[src/rtl/chdec_pkg.sv]
`default_nettype none

package chdec_pkg;

  // Width of the chunk size counter.
  localparam int SIZE_BITS = 32;

  // Depth of the queue between the classifier and the parser.
  localparam int QDEPTH = 4;
  localparam int QAW    = $clog2(QDEPTH);

  localparam logic [7:0] CHAR_CR = 8'h0D;
  localparam logic [7:0] CHAR_LF = 8'h0A;

  typedef enum logic [1:0] {
    ST_RUNNING   = 2'd0,
    ST_FINISHED  = 2'd1,
    ST_TRUNCATED = 2'd2,
    ST_OVERFLOW  = 2'd3
  } status_t;

  // One classified input byte as it travels through the queue.
  typedef struct packed {
    logic [7:0] data;
    logic       eoi;
    logic       is_cr;
    logic       is_lf;
    logic       is_hex;
    logic [3:0] hex_val;
  } chdec_item_t;

  // Queue control between the stages.
  typedef struct packed {
    logic full;
    logic empty;
  } chdec_qstat_t;

endpackage

`default_nettype wire

[src/rtl/chdec_if.sv]
`default_nettype none

interface chdec_in_if;
  logic       valid;
  logic       ready;
  logic [7:0] in_byte;
  logic       end_of_input;

  modport source (output valid, output in_byte, output end_of_input, input ready);
  modport sink   (input valid, input in_byte, input end_of_input, output ready);
endinterface

interface chdec_out_if;
  logic       valid;
  logic       ready;
  logic [7:0] out_byte;
  logic       byte_valid;
  logic       is_header;
  logic [1:0] status;

  modport source (output valid, output out_byte, output byte_valid, output is_header,
                  output status, input ready);
  modport sink   (input valid, input out_byte, input byte_valid, input is_header,
                  input status, output ready);
endinterface

interface chdec_cfg_if;
  logic valid;
  logic ready;
  logic forward_header;

  modport source (output valid, output forward_header, input ready);
  modport sink   (input valid, input forward_header, output ready);
endinterface

`default_nettype wire

[src/rtl/chdec_front.sv]
`default_nettype none

module chdec_front import chdec_pkg::*; (
  chdec_in_if.sink     rx,
  input  chdec_qstat_t qstat,
  output logic         push,
  output chdec_item_t  push_item
);

  logic [7:0] b;

  assign b         = rx.in_byte;
  assign rx.ready  = !qstat.full;
  assign push      = rx.valid && !qstat.full;

  // Classify the byte so the parser gets flags and a digit value along with the byte.
  always_comb begin
    push_item.data    = b;
    push_item.eoi     = rx.end_of_input;
    push_item.is_cr   = (b == CHAR_CR);
    push_item.is_lf   = (b == CHAR_LF);
    push_item.is_hex  = 1'b0;
    push_item.hex_val = 4'd0;
    if (b >= 8'h30 && b <= 8'h39) begin
      push_item.is_hex  = 1'b1;
      push_item.hex_val = b[3:0];
    end else if ((b >= 8'h61 && b <= 8'h66) || (b >= 8'h41 && b <= 8'h46)) begin
      push_item.is_hex  = 1'b1;
      push_item.hex_val = 4'(b[2:0] + 3'd1) + 4'd8;
    end
  end

endmodule

`default_nettype wire

[src/rtl/chdec_fifo.sv]
`default_nettype none

module chdec_fifo import chdec_pkg::*; (
  input  logic         clk,
  input  logic         rst,
  input  logic         push,
  input  chdec_item_t  push_item,
  input  logic         pop,
  output chdec_item_t  head,
  output chdec_qstat_t qstat
);

  chdec_item_t      mem [QDEPTH];
  logic [QAW-1:0]   wptr;
  logic [QAW-1:0]   rptr;
  logic [QAW:0]     count;

  assign head        = mem[rptr];
  assign qstat.full  = (count == (QAW+1)'(QDEPTH));
  assign qstat.empty = (count == '0);

  always_ff @(posedge clk) begin
    if (push) begin
      mem[wptr] <= push_item;
    end
  end

  always_ff @(posedge clk) begin
    if (rst) begin
      wptr  <= '0;
      rptr  <= '0;
      count <= '0;
    end else begin
      if (push) wptr <= wptr + 1'b1;
      if (pop)  rptr <= rptr + 1'b1;
      if (push && !pop) begin
        count <= count + 1'b1;
      end else if (pop && !push) begin
        count <= count - 1'b1;
      end
    end
  end

endmodule

`default_nettype wire

[src/rtl/chdec_back.sv]
`default_nettype none

module chdec_back import chdec_pkg::*; (
  input  logic         clk,
  input  logic         rst,
  input  chdec_item_t  head,
  input  chdec_qstat_t qstat,
  output logic         pop,
  chdec_out_if.source  tx,
  chdec_cfg_if.sink    cfg
);

  typedef enum logic [2:0] {
    PH_HEADER,
    PH_SIZE,
    PH_SIZE_LF,
    PH_DATA,
    PH_TRAIL,
    PH_DONE
  } phase_t;

  phase_t               phase, phase_next;
  logic [1:0]           header_match, header_match_next;
  logic [SIZE_BITS-1:0] size_accum, size_accum_next;
  logic                 digits_ended, digits_ended_next;
  logic                 saw_digit, saw_digit_next;
  logic [SIZE_BITS-1:0] bytes_left, bytes_left_next;
  logic                 trail_first, trail_first_next;
  logic                 forward_header;

  logic    fwd, hdr, emit, hit;
  status_t st;

  assign pop       = !qstat.empty && (!tx.valid || tx.ready);
  assign cfg.ready = 1'b1;

  always_comb begin
    phase_next        = phase;
    header_match_next = header_match;
    size_accum_next   = size_accum;
    digits_ended_next = digits_ended;
    saw_digit_next    = saw_digit;
    bytes_left_next   = bytes_left;
    trail_first_next  = trail_first;
    fwd  = 1'b0;
    hdr  = 1'b0;
    emit = 1'b0;
    st   = ST_RUNNING;
    hit  = header_match[0] ? head.is_lf : head.is_cr;

    case (phase)
      PH_HEADER: begin
        fwd = forward_header;
        hdr = forward_header;
        if (hit && header_match == 2'd3) begin
          header_match_next = 2'd0;
          phase_next        = PH_SIZE;
          size_accum_next   = '0;
          digits_ended_next = 1'b0;
          saw_digit_next    = 1'b0;
        end else if (hit) begin
          header_match_next = header_match + 2'd1;
        end else begin
          header_match_next = {1'b0, head.is_cr};
        end
      end
      PH_SIZE: begin
        if (head.is_cr) begin
          if (!saw_digit || size_accum == '0) begin
            phase_next = PH_DONE;
            st         = ST_FINISHED;
            emit       = 1'b1;
          end else begin
            phase_next = PH_SIZE_LF;
          end
        end else if (digits_ended || !head.is_hex) begin
          digits_ended_next = 1'b1;
        end else if (size_accum[SIZE_BITS-1 -: 4] != 4'd0) begin
          phase_next = PH_DONE;
          st         = ST_OVERFLOW;
          emit       = 1'b1;
        end else begin
          size_accum_next = {size_accum[SIZE_BITS-5:0], head.hex_val};
          saw_digit_next  = 1'b1;
        end
      end
      PH_SIZE_LF: begin
        bytes_left_next = size_accum;
        phase_next      = PH_DATA;
      end
      PH_DATA: begin
        fwd = 1'b1;
        if (bytes_left != '0) bytes_left_next = bytes_left - 1'b1;
        if (bytes_left <= SIZE_BITS'(1)) begin
          phase_next       = PH_TRAIL;
          trail_first_next = 1'b1;
        end
      end
      PH_TRAIL: begin
        trail_first_next = 1'b0;
        if (!trail_first) begin
          phase_next        = PH_SIZE;
          size_accum_next   = '0;
          digits_ended_next = 1'b0;
          saw_digit_next    = 1'b0;
        end
      end
      default: begin
      end
    endcase

    if (head.eoi) begin
      if (phase != PH_DONE && st == ST_RUNNING) begin
        st   = ST_TRUNCATED;
        emit = 1'b1;
      end
      phase_next        = PH_HEADER;
      header_match_next = 2'd0;
      size_accum_next   = '0;
      digits_ended_next = 1'b0;
      saw_digit_next    = 1'b0;
      bytes_left_next   = '0;
      trail_first_next  = 1'b0;
    end
  end

  always_ff @(posedge clk) begin
    if (rst) begin
      phase          <= PH_HEADER;
      header_match   <= 2'd0;
      size_accum     <= '0;
      digits_ended   <= 1'b0;
      saw_digit      <= 1'b0;
      bytes_left     <= '0;
      trail_first    <= 1'b0;
      forward_header <= 1'b1;
      tx.valid       <= 1'b0;
    end else begin
      if (cfg.valid) forward_header <= cfg.forward_header;
      if (pop) begin
        phase        <= phase_next;
        header_match <= header_match_next;
        size_accum   <= size_accum_next;
        digits_ended <= digits_ended_next;
        saw_digit    <= saw_digit_next;
        bytes_left   <= bytes_left_next;
        trail_first  <= trail_first_next;
        tx.valid     <= fwd || emit;
      end else if (tx.ready) begin
        tx.valid <= 1'b0;
      end
    end
  end

  always_ff @(posedge clk) begin
    if (pop) begin
      tx.out_byte   <= fwd ? head.data : 8'd0;
      tx.byte_valid <= fwd;
      tx.is_header  <= hdr;
      tx.status     <= st;
    end
  end

endmodule

`default_nettype wire

[src/rtl/http_chunked_body_decoder_top.sv]
// A byte taken at the input is written into the queue, then into the output register,
// and only from there is it offered as a result.
// Throughput: one byte per cycle, sustained while the result side keeps taking results.
// A four-entry queue between the byte classifier and the parser absorbs short stalls.
// Reset is synchronous and active high: the queue empties, parsing restarts in the
// header phase and forward_header returns to 1.
`default_nettype none

module http_chunked_body_decoder_top import chdec_pkg::*; (
  input  logic        clk,
  input  logic        rst,
  chdec_in_if.sink    rx,
  chdec_out_if.source tx,
  chdec_cfg_if.sink   cfg
);

  // The front classifies each incoming byte (CR, LF, hex digit and its value)
  // and pushes it into the queue whenever the queue has room, so the input
  // side never waits on the parser directly.
  chdec_qstat_t qstat;
  logic         push;
  chdec_item_t  push_item;
  logic         pop;
  chdec_item_t  head;

  chdec_front u_front (
    .rx        (rx),
    .qstat     (qstat),
    .push      (push),
    .push_item (push_item)
  );

  // The queue decouples the two sides; a push and a pop may happen in the
  // same cycle, which keeps one byte per cycle flowing while results are taken.
  chdec_fifo u_fifo (
    .clk       (clk),
    .rst       (rst),
    .push      (push),
    .push_item (push_item),
    .pop       (pop),
    .head      (head),
    .qstat     (qstat)
  );

  // The back runs the header match, the chunk size parser and the data
  // counter. It pops a byte whenever its output register is free or being
  // emptied in the same cycle, and it also holds the configuration register.
  chdec_back u_back (
    .clk   (clk),
    .rst   (rst),
    .head  (head),
    .qstat (qstat),
    .pop   (pop),
    .tx    (tx),
    .cfg   (cfg)
  );

endmodule

`default_nettype wire

[src/flat_wrapper.sv]
// flat-port wrapper written by rule: the top's interface ports become plain ports
module http_chunked_body_decoder_top_flat import chdec_pkg::*;
  (clk, rst, rx_valid, rx_in_byte, rx_end_of_input, rx_ready, tx_valid, tx_out_byte, tx_byte_valid, tx_is_header, tx_status, tx_ready, cfg_valid, cfg_forward_header, cfg_ready);
  chdec_in_if rx_i ();
  chdec_out_if tx_i ();
  chdec_cfg_if cfg_i ();
  input  logic clk;
  input  logic rst;
  input wire logic [$bits(rx_i.valid)-1:0] rx_valid;
  input wire logic [$bits(rx_i.in_byte)-1:0] rx_in_byte;
  input wire logic [$bits(rx_i.end_of_input)-1:0] rx_end_of_input;
  output wire logic [$bits(rx_i.ready)-1:0] rx_ready;
  output wire logic [$bits(tx_i.valid)-1:0] tx_valid;
  output wire logic [$bits(tx_i.out_byte)-1:0] tx_out_byte;
  output wire logic [$bits(tx_i.byte_valid)-1:0] tx_byte_valid;
  output wire logic [$bits(tx_i.is_header)-1:0] tx_is_header;
  output wire logic [$bits(tx_i.status)-1:0] tx_status;
  input wire logic [$bits(tx_i.ready)-1:0] tx_ready;
  input wire logic [$bits(cfg_i.valid)-1:0] cfg_valid;
  input wire logic [$bits(cfg_i.forward_header)-1:0] cfg_forward_header;
  output wire logic [$bits(cfg_i.ready)-1:0] cfg_ready;
  assign rx_i.valid = rx_valid;
  assign rx_i.in_byte = rx_in_byte;
  assign rx_i.end_of_input = rx_end_of_input;
  assign rx_ready = rx_i.ready;
  assign tx_valid = tx_i.valid;
  assign tx_out_byte = tx_i.out_byte;
  assign tx_byte_valid = tx_i.byte_valid;
  assign tx_is_header = tx_i.is_header;
  assign tx_status = tx_i.status;
  assign tx_i.ready = tx_ready;
  assign cfg_i.valid = cfg_valid;
  assign cfg_i.forward_header = cfg_forward_header;
  assign cfg_ready = cfg_i.ready;
  http_chunked_body_decoder_top u_core (.clk(clk), .rst(rst), .rx(rx_i), .tx(tx_i), .cfg(cfg_i));
endmodule
[config.mk]
export PLATFORM = sky130hd
export DESIGN_NAME = http_chunked_body_decoder_top_flat
export DESIGN_NICKNAME = d
export VERILOG_FILES = /design/src/rtl/chdec_pkg.sv /design/src/rtl/chdec_if.sv /design/src/rtl/chdec_front.sv /design/src/rtl/chdec_fifo.sv /design/src/rtl/chdec_back.sv /design/src/rtl/http_chunked_body_decoder_top.sv /design/src/flat_wrapper.sv
export SDC_FILE = /design/constraint.sdc
export NUM_CORES = 1
export LEC_CHECK = 0
export ABC_AREA = 1
export BUFFER_PORTS_ARGS = -buffer_cell sky130_fd_sc_hd__buf_2
export CELL_PAD_IN_SITES_DETAIL_PLACEMENT = 0
export CELL_PAD_IN_SITES_GLOBAL_PLACEMENT = 1
export CORE_MARGIN = 2
export CORE_UTILIZATION = 50
export CTS_CLUSTER_SIZE = 20
export DETAILED_ROUTE_END_ITERATION = 12
export GPL_TIMING_DRIVEN = 0
export PLACE_DENSITY_LB_ADDON = 0.1
export SLEW_MARGIN = 20
export SYNTH_ARGS = -nofsm -noshare
export SYNTH_HDL_FRONTEND = slang
export SYNTH_HIERARCHICAL = 1
export SYNTH_SLANG_ARGS = --single-unit
[constraint.sdc]
create_clock -name clk -period 3.2 [get_ports clk]
set_input_delay 0.16 -clock clk [delete_from_list [all_inputs] [get_ports clk]]
set_output_delay 0.16 -clock clk [all_outputs]
set_load 0.01 [all_outputs]
==> out/results.env, run 1 <==
SYN_AREA_SQ_UM=8160
GRT_PASS1_VIAS=6367
CELLLEAKAGEPOWER_nW=3.95
STATUS='completed'
AVGVIACOUNTPERCELL=5.33
WL_PER_CELL_UM=16.2
CLKLATENCYLATEPIN_NS=0.43
CTS_MAX_LEVEL=4
FINCLKSKEW_NS=0.0104
CLOCK_EDGE_TRANSITION_AT_THE_REGISTERS_ON_THE_REPORTED_SETUP_AND_HOLD_PATHS_NS=0.07
WORST_EP_REQUIRED_TIME_NS=3.56
DIODES=0
MAIN_SYNTH_FF_TYPE='sky130_fd_sc_hd__dfxtp_1'
INITIAL_CELL_DENSITY_OF_THE_CORE_PCT=51.2
DIE_AREA_SQ_UM=17400
SYNTH_EDF_COUNT=76
YS_TYPES=36
GRT_PASS1_WL_MM=34.5
GP_CONGESTION=0.927
WORST_IR_DROP_VDD_mV=0.454
DOMINANT_COMBINATIONAL_CELL_FAMILY_BY_AREA_AFTER_SYNTHESIS='simple AND/OR/NAND/NOR gates'
FINALNETCOUNT=1148
AREA_USED_BY_MULTI_INPUT_COMBINATIONAL_LOGIC_SQ_UM=3520
POSTSYNTHREGISTERBITS=159
PERIOD_MINUS_SLACK_NS=2.82
YS_SEQ_AREA_SHARE_PCT=48.3
POWER_DENSITY_OVER_THE_CELLS_nW_PER_UM2=917
FILLERS=1533
NUM_VIAS=7187
POSTROUTEWIRELENGTH_MM=21.8
ANT_NETS=0
SEQUENTIAL_CELL_AREA_SQ_UM=3940
REPORT.FINAL.SETUP_VIOL=0
CRITICALPATHCATEGORY='flip-flop to flip-flop'
PORTBUFFERS=27
LAYOUT_WORST_PATH_CYCLE_SHARE_PCT=88.3
CRITPATHARRIVALTIME_NS=3.18
FINAL.SETUP.TNS_NS=0
FLOORPLAN.CORE_AREA_SQ_UM=15900
INITIAL_ANTENNA_VIOLATION_COUNT=0
SYNTHESIS.NETS=1097
SYNTH-COMPOUND-AREA-SHARE_PCT=11.2
DRT_ITER0_MARKERS=739
TIMING.FMAX_MHz=354
ROWS=46
DIE_W_UM=132
GRT_SETUP_UNREPAIRED='false'
DP_HPWL_MM=15.7
AREA_GROWTH_PCT=13.4
SYNTH_WARNINGS=6
YS_ASYNC_SR_FRACTION_PCT=0
FIRSTDRTPASSITERS=6
PLACE.DETAILED.INSTANCES=1311
TOTAL_GRT_USAGE_PCT=25.4
DIEHEIGHT_UM=132
SYNTH-ADDER-AREA-SHARE_PCT=2.24
GLOBALROUTE.TOTALOVERFLOW=0
MUXSHAREOFSYNTHAREA_PCT=0
MAX_SLEW.WORST_PIN.SLEW_NS=0.770
MAX_CAP_VIOL_COUNT=0
SYNTH-XOR-AREA-SHARE_PCT=0.537
TRITONCTS.NUM_BUFFERS=17
SYNTH.TOP_CELLS.BY_AREA='sky130_fd_sc_hd__edfxtp_1 (28%), sky130_fd_sc_hd__dfxtp_1 (20%), sky130_fd_sc_hd__nand2_1 (13%), sky130_fd_sc_hd__nor2_1 (7.4%), sky130_fd_sc_hd__a21oi_1 (4.8%)'
SYNTH_AREA_PER_CELL_SQ_UM=7.64
CLOCKBUFFERDEPTH=2
HOLD_PATH.CLASS='input port to flip-flop'
CRIT_PATH_END_KIND='flip-flop'
SYNTH_AREA_LEADER_CELL='sky130_fd_sc_hd__edfxtp_1'
CTS_TREE='done'
SLEW_HEADROOM_PCT=48.6
CTS_SINKS=159
CRIT_FANOUT=10
HOLD_VIOLATIONS=0
DRIVE_ABOVE_1_SHARE_PCT=10.6
MAPPED_CELLS=1068
REMAINING_DRC_ERRORS=0
YOSYS.AREA.TOP_TYPE_SHARE_PCT=28.0
CLOCK_TREE_ROOT_DRIVER_CELL='sky130_fd_sc_hd__clkbuf_16'
TIMING.CRITICAL_PATH.FROM_TYPE='flip-flop'
NUMBER_OF_STANDARD_CELLS_IN_THE_FINAL_LAYOUT_EXCLUDING_FILLERS=1348
BOUNDARYPINS=30
SLEW_VIOLATIONS=0
GRT_START_MAX_NET_PINS=25
SYNTHSIMPLEGATEAREAFRAC_PCT=29.1
cells by family (layout without fill, tap and decap cells):
| logic type | count (synthesis) | in the layout |
|---|---|---|
| compound gates | 172 | 172 |
| xor+xnor | 5 | 5 |
| flops | 159 | 159 |
| fa+ha+maj | 14 | 14 |
| simple gates | 560 | 560 |
| buf+inv | 157 | 221 |
| other cells | 1 | 1 |
final timing paths:
kind,startpoint,end,slack (ns),depth (start not counted)
max,flip-flop,u_core/u_back/size_accum[19],0.38,13
min,rx_in_byte[4],u_core/u_fifo/mem[0][12],0.07,2
max reg2reg,flip-flop,u_core/u_back/size_accum[19],0.38,13
min reg2reg,u_core/u_fifo/rptr[1],u_core/u_fifo/rptr[1],0.45,1
sequential cells by signal, indices dropped and copies added, names as in the netlist, named ones only:
name                          flops
u_core/u_back/bytes_left         32
u_core/u_back/digits_ended        1
u_core/u_back/forward_header      1
u_core/u_back/header_match        2
u_core/u_back/phase               3
u_core/u_back/saw_digit           1
u_core/u_back/size_accum         32
u_core/u_back/trail_first         1
u_core/u_back/tx.byte_valid       1
u_core/u_back/tx.is_header        1
u_core/u_back/tx.out_byte         8
u_core/u_back/tx.status           2
u_core/u_back/tx.valid            1
u_core/u_fifo/count               3
u_core/u_fifo/mem                64
u_core/u_fifo/rptr                2
u_core/u_fifo/wptr                2
worst max-delay path, cell delays in order (launching register included):
cell and delay, ns:
sky130_fd_sc_hd__dfxtp_1 0.45, sky130_fd_sc_hd__inv_2 0.20, sky130_fd_sc_hd__buf_2 0.26, sky130_fd_sc_hd__o21ai_1 0.12
sky130_fd_sc_hd__o22ai_2 0.26, sky130_fd_sc_hd__inv_1 0.16, sky130_fd_sc_hd__o21ai_0 0.25, sky130_fd_sc_hd__nand2_1 0.13
sky130_fd_sc_hd__nand3_1 0.09, sky130_fd_sc_hd__nand2_1 0.10, sky130_fd_sc_hd__inv_2 0.20, sky130_fd_sc_hd__buf_2 0.27
sky130_fd_sc_hd__nand4_1 0.14, sky130_fd_sc_hd__a21oi_1 0.14
cell type report:
class | instances | area share (%)
Clock inverter | 15 | 2.19
Multi-Input combinational cell | 752 | 38.1
Sequential cell | 159 | 42.6
Buffer | 51 | 3.22
Tap cell | 216 | 2.92
Clock buffer | 17 | 4.60
Timing Repair Buffer | 32 | 2.00
Inverter | 106 | 4.30
cells in the final DEF (no fill, tap or decap), types with 3 or more instances in the layout:
cell type	n
sky130_fd_sc_hd__nand2_1	277
sky130_fd_sc_hd__buf_2	43
sky130_fd_sc_hd__nor2_1	160
sky130_fd_sc_hd__inv_2	10
sky130_fd_sc_hd__clkbuf_16	17
sky130_fd_sc_hd__o21bai_1	4
sky130_fd_sc_hd__edfxtp_1	76
sky130_fd_sc_hd__o21ai_0	35
sky130_fd_sc_hd__nor3_1	4
sky130_fd_sc_hd__o211ai_1	4
sky130_fd_sc_hd__nor2_2	5
sky130_fd_sc_hd__inv_1	95
sky130_fd_sc_hd__ha_1	13
sky130_fd_sc_hd__buf_4	13
sky130_fd_sc_hd__inv_6	5
sky130_fd_sc_hd__nor2_4	5
sky130_fd_sc_hd__dlygate4sd3_1	5
sky130_fd_sc_hd__dfxtp_1	83
sky130_fd_sc_hd__a21oi_1	79
sky130_fd_sc_hd__nand3_1	57
sky130_fd_sc_hd__o21ai_1	28
sky130_fd_sc_hd__bufinv_16	3
sky130_fd_sc_hd__xor2_1	5
sky130_fd_sc_hd__buf_6	5
sky130_fd_sc_hd__o22ai_1	16
sky130_fd_sc_hd__nand4_1	45
sky130_fd_sc_hd__clkbuf_1	17
per-layer routing:
metal  vias to the layer above  wire length (um)  track usage, %
met5                         -                 0               0
met4                         0               225            6.22
met3                        22              1480            3.77
met2                       257              9210            37.1
met1                      3283             10900            39.7
li1                       3625                 -               -
cells in the mapped netlist (13+ instances only):
| cell type | number |
|---|---|
| sky130_fd_sc_hd__a21oi_1 | 79 |
| sky130_fd_sc_hd__o21ai_0 | 35 |
| sky130_fd_sc_hd__clkbuf_1 | 17 |
| sky130_fd_sc_hd__inv_1 | 95 |
| sky130_fd_sc_hd__ha_1 | 13 |
| sky130_fd_sc_hd__o21ai_1 | 28 |
| sky130_fd_sc_hd__nor2_1 | 160 |
| sky130_fd_sc_hd__buf_2 | 16 |
| sky130_fd_sc_hd__nand4_1 | 45 |
| sky130_fd_sc_hd__edfxtp_1 | 76 |
| sky130_fd_sc_hd__nand3_1 | 57 |
| sky130_fd_sc_hd__nand2_1 | 277 |
| sky130_fd_sc_hd__dfxtp_1 | 83 |
| sky130_fd_sc_hd__buf_4 | 13 |
| sky130_fd_sc_hd__o22ai_1 | 17 |
repair_timing:
item,4_1_cts,5_1_grt
hold buffers,5,0
setup buffers,0,0
setup endpoints to repair,0,31
endpoints found under the hold margin,7,0
resized for setup,0,1
report_power, final:
part | switching (mW) | internal, mW | total (mW)
sequential | 0.165 | 2.47 | 2.63
clock | 0.896 | 1.25 | 2.15
combinational | 2.59 | 1.10 | 3.69
total | 3.65 | 4.82 | 8.48
per-stage QoR:
step / area (sq um) / util (%) / worst slack (ns) / hold slack [ns] / total power, mW
floorplan: 8160 / - / 1.17 / 0.232 / 5.27
global placement: 8560 / 53.7 / 0.224 / 0.370 / 6.29
detailed placement: 8560 / 53.7 / 0.247 / 0.375 / 6.30
CTS: 9240 / 58.0 / 0.191 / 0.0637 / 8.47
global route: 9250 / 58.0 / 0.111 / 0.0860 / 9.07
finish: 9250 / 58.0 / 0.376 / 0.0744 / 8.48
Power figures use the tool's default switching activity.
==> inputs of run 2 (changes only) <==
MAX_ROUTING_LAYER = met4   (was unset)
==> run 2 against run 1 <==
Non-clock buffer count is 1 lower. Via count is 1.0% higher. Register-to-register slack worse by 0.15 ns. Design area is 0.95% lower. Worst hold slack worse by 0.044 ns. Critical path type unchanged. Critical endpoint is now u_core/u_back/size_accum[8]. Largest power group unchanged.
==> out/results.env, run 2 (synthesis results as in run 1) <==
STATUS='completed'
HOLD_VIOLATIONS=0
TRITONCTS.NUM_BUFFERS=17
DIE_AREA_SQ_UM=17400
SEQUENTIAL_CELL_AREA_SQ_UM=3940
INTERNAL_POWER_mW=4.63
POSTROUTEWIRELENGTH_MM=22.4
POWER.NET_SWITCHING_mW=3.62
REG2REGPATHDEPTH=13
CTS_MAX_LEVEL=4
WORST_EP_REQUIRED_TIME_NS=3.55
FLOORPLAN.CORE_AREA_SQ_UM=15900
CELLLEAKAGEPOWER_nW=3.92
GRT_PASS1_WL_MM=35.6
FINAL.SETUP.TNS_NS=0
SW_RATIO_PCT=43.9
PATH_CELLS='inv_2 > buf_2 > o21ai_1 > o22ai_2 > inv_1 > o21ai_0 > nand2_1 > nand3_1 > nand2_1 > inv_2 > buf_2 > nand4_1 > a21oi_1'
WL_PER_CELL_UM=16.6
INITIAL_ANTENNA_VIOLATION_COUNT=0
LARGEST_REG_FLOPS=64
GRT_PASS1_VIAS=6623
SEQPWRFRAC_PCT=32.0
CLKLATENCYLATEPIN_NS=0.43
REPORT.FINAL.SETUP_VIOL=0
FIRSTDRTPASSITERS=5
LARGESTREGISTERS='u_core/u_fifo/mem (64), u_core/u_back/bytes_left (32), u_core/u_back/size_accum (32)'
CRITICAL_PATH.SLOWEST_CELL='sky130_fd_sc_hd__dfxtp_1'
ROWS=46
NUMBER_OF_STANDARD_CELLS_IN_THE_FINAL_LAYOUT_EXCLUDING_FILLERS=1347
AVGVIACOUNTPERCELL=5.39
ANT_NETS=0
SLEW_VIOLATIONS=0
FINALCOREUTILIZATION_PCT=57.5
DETAILED_PLACE.AREA_SQ_UM=8560
BOUNDARYPINS=30
CRITICALPATHCATEGORY='flip-flop to flip-flop'
DIEHEIGHT_UM=132
MAX_CAP_VIOL_COUNT=0
GP_CONGESTION=0.950
SLEW_HEADROOM_PCT=46.1
FINAL_CELL_MIX='sky130_fd_sc_hd__nand2_1 (277), sky130_fd_sc_hd__nor2_1 (160), sky130_fd_sc_hd__inv_1 (97)'
CRITPATHARRIVALTIME_NS=3.33
NUM_VIAS=7259
MAX_SLEW.WORST_PIN.SLEW_NS=0.808
PORTBUFFERS=27
CTS_SINKS=159
TOTAL_GRT_USAGE_PCT=27.1
DRIVE_ABOVE_1_SHARE_PCT=10.3
PWR-SHARE-CLK_PCT=23.1
CLOCKBUFFERDEPTH=2
WORST_IR_DROP_VDD_mV=0.481
HOLD_PATH.CLASS='input port to flip-flop'
GRT_SETUP_UNREPAIRED='false'
AREA_USED_BY_MULTI_INPUT_COMBINATIONAL_LOGIC_SQ_UM=3520
CP_SLOWEST_STAGE_DELAY_NS=0.47
TIMING.CRITICAL_PATH.FROM_TYPE='flip-flop'
CLOCK_EDGE_TRANSITION_AT_THE_REGISTERS_ON_THE_REPORTED_SETUP_AND_HOLD_PATHS_NS=0.06
LAYOUT_COMMONEST_CELL='sky130_fd_sc_hd__nand2_1'
FINALNETCOUNT=1147
PLACE.DETAILED.INSTANCES=1311
PERIOD_MINUS_SLACK_NS=2.97
TIMING.FMAX_MHz=336
AREA_GROWTH_PCT=12.3
WORSTHOLDPATHCELLS=4
INITIAL_CELL_DENSITY_OF_THE_CORE_PCT=51.2
LAYOUT_WORST_PATH_CYCLE_SHARE_PCT=93.0
REMAINING_DRC_ERRORS=0
DRT_ITER0_MARKERS=695
POWER.SHARE.COMBINATIONAL_PCT=45.0
FINCLKSKEW_NS=0.0130
DIODES=0
CRIT_FANOUT=10
DP_HPWL_MM=16.1
GLOBALROUTE.TOTALOVERFLOW=0
CRIT_PATH_END_KIND='flip-flop'
FILLERS=1541
POWER_DENSITY_OVER_THE_CELLS_nW_PER_UM2=901
DIE_W_UM=132
FINALINSTANCEAREA_SQ_UM=9160
TOP_REGISTER='u_core/u_fifo/mem'
CLOCK_TREE_ROOT_DRIVER_CELL='sky130_fd_sc_hd__clkbuf_16'
CTS_TREE='done'
GRT_START_MAX_NET_PINS=25
-- run 2: final cells by class --
cell class / instances / area share, %
multi-input combinational: 752 / 38.5
tap: 216 / 2.95
clock inverter: 12 / 0.902
buffer: 51 / 3.25
timing repair buffer: 31 / 1.91
clock buffer: 20 / 5.11
sequential: 159 / 43.1
inverter: 106 / 4.34
-- run 2: metrics by stage --
step,hold slack [ns],power (mW),setup WS [ns]
2_1_floorplan,0.232,5.27,1.17
3_3_place_gp,0.363,6.29,0.200
3_5_place_dp,0.368,6.31,0.104
4_1_cts,0.0162,8.23,0.0741
5_1_grt,0.0775,8.83,0.00731
6_report,0.0302,8.26,0.225
-- run 2: path summary, 6_finish.rpt --
check | startpoint | end | slack [ns]
hold reg to reg | u_core/u_fifo/rptr[1] | u_core/u_fifo/rptr[1] | 0.45
setup reg to reg | flip-flop | u_core/u_back/size_accum[8] | 0.23
setup / recovery | flip-flop | u_core/u_back/size_accum[8] | 0.23
hold / removal | tx_ready | u_core/u_back/tx.valid | 0.03
-- run 2: power by group through the flow --
stage / Sequential (mW) / Combinational (mW) / Clock [mW]
global placement: 2.67 / 3.62 / 0
global route: 2.67 / 4.16 / 2.01
CTS: 2.64 / 3.67 / 1.93
finish: 2.64 / 3.71 / 1.90
floorplan: 2.68 / 2.59 / 0
detailed placement: 2.68 / 3.64 / 0
-- run 2: critical path, delay by kind of cell, from the launching register on --
family | cells | cell delay [ns]
AND/OR/NAND/NOR | 4 | 0.46
flip-flops | 1 | 0.47
buffers and inverters | 5 | 1.11
AO/OA/AOI/OAI | 4 | 0.85
-- run 2: layer usage --
layer  GRT usage, %  wire length (um)  vias up
met5              -                 0        -
met4           6.58               247        0
li1               -                 -     3620
met1           40.1             10800     3337
met2           38.0              9600      279
met3           5.46              1760       23
-- run 2: what timing repair did --
action                     in CTS  in global routing
hold buffers                    4                  0
buffers inserted                0                  0
hold endpoints to repair        6                  0
setup endpoints to repair       0                 36
gates resized for setup         0                  1
